### src/hdl/rfe_pkg.sv
package rfe_pkg;
   localparam int NUM_REGS   = 26;
   localparam int DATA_WIDTH = 64;
   localparam int IDX_W      = $clog2(NUM_REGS);
   localparam int CNT_W      = $clog2(DATA_WIDTH + 1);

   typedef enum logic [3:0] {
      OP_LOAD = 4'd0, OP_MOVE = 4'd1, OP_ADD = 4'd2, OP_SUB = 4'd3,
      OP_MUL = 4'd4, OP_DIV = 4'd5, OP_OUT = 4'd6, OP_XCHG = 4'd7,
      OP_MOD = 4'd8, OP_AND = 4'd9, OP_OR = 4'd10, OP_XOR = 4'd11
   } op_type;

   typedef enum logic [3:0] {
      ST_IDLE, ST_READ, ST_EXEC, ST_MUL, ST_DIV, ST_FIX, ST_WR, ST_WR2, ST_RSP
   } state_type;

   // controller to datapath
   typedef struct packed {
      logic capture;    // latch request fields
      logic read_ops;   // register operands
      logic mul_start;  // multiply step 1
      logic mul_fin;    // multiply step 2
      logic div_start;
      logic div_step;
      logic div_fix;
      logic alu_load;   // simple alu result into t
      logic wr_first;   // write dest
      logic wr_second;  // write exchange partner
      logic rsp_load;   // load response register
   } cmd_type;

   typedef struct packed {
      logic [3:0] op;
      logic       div_zero;
      logic       div_done;
   } sts_type;
endpackage

### src/hdl/rfe_ctrl.sv
module rfe_ctrl (
   input  logic              clock,
   input  logic              reset,
   input  logic              req_valid,
   output logic              req_ready,
   output logic              rsp_valid,
   input  logic              rsp_ready,
   input  rfe_pkg::sts_type  sts,
   output rfe_pkg::cmd_type  cmd
);
   import rfe_pkg::*;
   state_type state_ff, state_in;

   always_ff @(posedge clock) begin
      if (reset) state_ff <= ST_IDLE;
      else state_ff <= state_in;
   end

   always_comb begin
      state_in = state_ff;
      unique case (state_ff)
         ST_IDLE: if (req_valid) state_in = ST_READ;
         ST_READ: state_in = ST_EXEC;
         ST_EXEC: begin
            unique case (sts.op)
               OP_LOAD, OP_MOVE, OP_XCHG: state_in = ST_WR;
               OP_OUT: state_in = ST_RSP;
               OP_ADD, OP_SUB, OP_AND, OP_OR, OP_XOR: state_in = ST_WR;
               OP_MUL: state_in = ST_MUL;
               OP_DIV, OP_MOD: state_in = sts.div_zero ? ST_RSP : ST_DIV;
               default: state_in = ST_IDLE;
            endcase
         end
         ST_MUL: state_in = ST_WR;
         ST_DIV: if (sts.div_done) state_in = ST_FIX;
         ST_FIX: state_in = ST_WR;
         ST_WR: state_in = (sts.op == OP_XCHG) ? ST_WR2 : ST_IDLE;
         ST_WR2: state_in = ST_IDLE;
         ST_RSP: if (rsp_ready) state_in = ST_IDLE;
         default: state_in = ST_IDLE;
      endcase
   end

   always_comb begin
      cmd = '0;
      req_ready = (state_ff == ST_IDLE);
      rsp_valid = (state_ff == ST_RSP);
      cmd.capture = (state_ff == ST_IDLE) && req_valid;
      cmd.read_ops = (state_ff == ST_READ);
      cmd.alu_load = (state_ff == ST_EXEC);
      cmd.mul_start = (state_ff == ST_EXEC) && (sts.op == OP_MUL);
      cmd.div_start = (state_ff == ST_EXEC);
      cmd.rsp_load = (state_ff == ST_EXEC);
      cmd.mul_fin = (state_ff == ST_MUL);
      cmd.div_step = (state_ff == ST_DIV);
      cmd.div_fix = (state_ff == ST_FIX);
      cmd.wr_first = (state_ff == ST_WR);
      cmd.wr_second = (state_ff == ST_WR2);
   end
endmodule

### config.mk
export PLATFORM = sky130hd
export DESIGN_NAME = rfe_ctrl
export DESIGN_NICKNAME = d
export VERILOG_FILES = /design/src/hdl/rfe_pkg.sv /design/src/hdl/rfe_ctrl.sv
export SDC_FILE = /design/constraint.sdc
export NUM_CORES = 1
export LEC_CHECK = 0
export ABC_CLOCK_PERIOD_IN_PS = 1350
export BUFFER_PORTS_ARGS = -buffer_cell sky130_fd_sc_hd__buf_4
export CORE_AREA = 2 2 39 41
export CTS_CLUSTER_DIAMETER = 30
export DETAILED_ROUTE_END_ITERATION = 16
export DIE_AREA = 0 0 41 43
export PLACE_DENSITY_LB_ADDON = 0.2
export REMOVE_ABC_BUFFERS = 1
export SETUP_SLACK_MARGIN = 0.4
export SLEW_MARGIN = 15
export SYNTH_ARGS = -nofsm -noshare
export SYNTH_HDL_FRONTEND = slang
export SYNTH_SLANG_ARGS = --single-unit
export TNS_END_PERCENT = 100
### constraint.sdc
create_clock -name clock -period 1.35 [get_ports clock]
set_input_delay 0.405 -clock clock [delete_from_list [all_inputs] [get_ports clock]]
set_output_delay 0.405 -clock clock [all_outputs]
set_load 0.02 [all_outputs]
==> run summary <==
CTS Sinks - 4
Hold buffers post-CTS - 0
CTS max path bufs - 2
Top Registers - state_ff: 4 flops
Routed Wire Length - 1387 um
First-pass GRT wire length - 2007 um
Die width - 41 um
Drt initial violations - 4
Worst IR drop on VDD - 391.3 uV
Max FFs per register - 4
Worst setup path class - flop to output pin
Post-synthesis cell count - 59
Post-Syn Area per Cell - 7.550 um^2
Failing checks - setup timing
Yosys cell types - 32
Per-cell routed wire length - 12.17 um
Vias in the first global route - 508
Starting Density - 0.3219
Hold path startpoint - reset
Mapped Area - 445.4 um^2
Worst Max-Slew Pin Slew - 0.2229 ns
Num rows - 14
Synth top area share - 0.1798
Antenna viol nets, final - 0
# diodes - 0
Final #Nets - 110
Most flops, register - state_ff
PortBufs - 22
DP HPWL - 1027 um
Yosys reg bits - 4
Leak - 0.0003878 uW
P per Cell Area - 595.7 nW/um^2
Total number of vias - 566
Full die area - 1763 um^2
Global-route usage over all layers - 0.1665
Area contributors post-synth - dfxtp_1 18%, and2b_1 6.7%, nor3_1 5.6%
Setup crit end kind - output pin
Clock Skew - 0.004126 ns
Fin Hold WS - 0.3616 ns
Initial antenna violation count - 0
Max-cap viol count - 0
RSZ-0062 raised after global routing - yes
CTS tree - done
Outcome - finished, violations left
Final Slew Violations - 0
# DRC - 0
Max H-tree Level - 1
GPL Wtd Cong - 0.7381
Clock slew at reported path FFs - 0.04 ns
Slew headroom - 0.8514
Crit path from - state_ff[3]
DRT Pass-1 Iters - 4
Via density - 4.965
Largest net degree at the start of global routing - 9
Ys Warns - 0
Final worst-path cycle share - 1.180
Crit path time final - 1.593 ns
Sequential area share after synthesis - 0.1798
Fin worst setup slack - -0.2427 ns
Clock latency on the worst-skew pair - 0.24 ns
Total power draw - 542.6 uW
CP Launch Type - flop
Max frequency - 627.9 MHz
Final count of hold timing violations - 0
Largest area contributor in the netlist - dfxtp_1
Worst EP required - 0.95 ns
Crit-path max FO - 5
Die height - 43 um
Worst r2r src - state_ff[3]
Core Area - 1384 um^2
Final setup fails - 14
Type of the worst min-delay path - input pin to flop
CTS root buffer - clkbuf_4
WP data arrival - 1.19 ns
Grt total ovfl - 0
Layout cells sized above 1 - 0.6939
TritonCTS Buffers - 3
Area grow syn2layout - 104.5%
Ports - 23
==> logic make-up after synthesis <==
logic type             Yosys count  synth area share
AND/OR/NAND/NOR                 31            0.4579
flip-flops                       4            0.1798
AO/OA/AOI/OAI                   14            0.2135
buffers and inverters            9            0.1264
multiplexers                     1           0.02247
==> metrics by stage <==
stage | setup slack [ns] | cells | instance area, um^2 | util | setup TNS, ns
6_report | -0.2427 | 114 | 910.9 | 0.6582 | -2.617
5_1_grt | -0.3031 | 114 | 910.9 | 0.6582 | -3.331
4_1_cts | -0.2326 | 114 | 840.8 | 0.6076 | -2.565
3_5_place_dp | -0.09046 | 110 | 732.0 | 0.5289 | -0.4619
3_3_place_gp | -0.08672 | 110 | 732.0 | 0.5289 | -0.3937
2_1_floorplan | -0.8907 | 52 | 396.6 | - | -4.758
==> critical path, cell delays in order, from the launching register on <==
cell and delay, ns:
dfxtp_4 0.36, nand2b_4 0.15, nor3_4 0.13, and3_4 0.20
buf_6 0.11
==> path summary, 6_finish.rpt <==
check	endpoint	slack, ns	depth (start not counted)
setup / recovery	cmd[8]	-0.24	4
hold / removal	state_ff[2]	0.36	2
setup reg to reg	state_ff[0]	-0.02	4
hold reg to reg	state_ff[1]	0.59	2
==> report_power, final <==
part | internal, uW | leakage [uW] | switching, uW
clock | 99.5 | 0.0000138 | 49.6
combinational | 133 | 0.000338 | 115
sequential | 123 | 0.0000356 | 22.4
==> synthesized netlist by cell type <==
master    number
nand2b_1       2
nor4_1         2
and2_1         1
buf_2          3
nor2b_1        1
a211oi_2       1
nor2_1         6
mux2i_1        1
dfxtp_1        4
nand3_1        1
nor3_1         5
a21oi_1        1
nand4b_1       1
nor3_2         1
inv_1          2
a211oi_1       1
o211ai_1       1
nor4b_1        1
nand2_1        1
and2b_1        4
a31oi_1        2
buf_6          1
o21ai_0        5
buf_4          3
nor4_2         1
nand2b_4       1
a22oi_1        1
nor3b_1        1
o31a_1         1
or3_4          1
and3_2         1
a41oi_1        1
==> repair_timing <==
| action | 4_1_cts | 5_1_grt |
|---|---|---|
| buffers inserted | 1 | 0 |
| resized for setup | 23 | 17 |
| pin swaps | 2 | 6 |
| endpoints found under the setup margin | 17 | 17 |
==> final cells by class <==
class	count	area, um^2
clock buffers	3	22.52
flip-flops and latches	4	95.09
multi-input cells	46	405.4
fillers	119	473.0
inverters	2	7.507
repair buffers	43	360.3
well taps	16	20.02
==> per-layer routing <==
metal  share of wire  GRT usage  vias up
met2            0.55     0.3000       20
met4           0.012    0.06000        0
met1            0.40     0.1859      251
met3           0.040    0.01571        2
met5               0          0        -
li1                -          -      293
==> cells in the final DEF (no fill, tap or decap), types with 2 or more instances in the layout <==
| master | count |
|---|---|
| nor3_2 | 2 |
| and2b_1 | 4 |
| o21ai_1 | 2 |
| a31oi_1 | 2 |
| o21ai_0 | 3 |
| a211oi_2 | 2 |
| dfxtp_4 | 4 |
| clkbuf_4 | 3 |
| nor2_1 | 2 |
| buf_6 | 10 |
| nor2_4 | 3 |
| nor3_4 | 3 |
| buf_4 | 33 |
| inv_1 | 2 |
(Power assumes the default switching activity.)
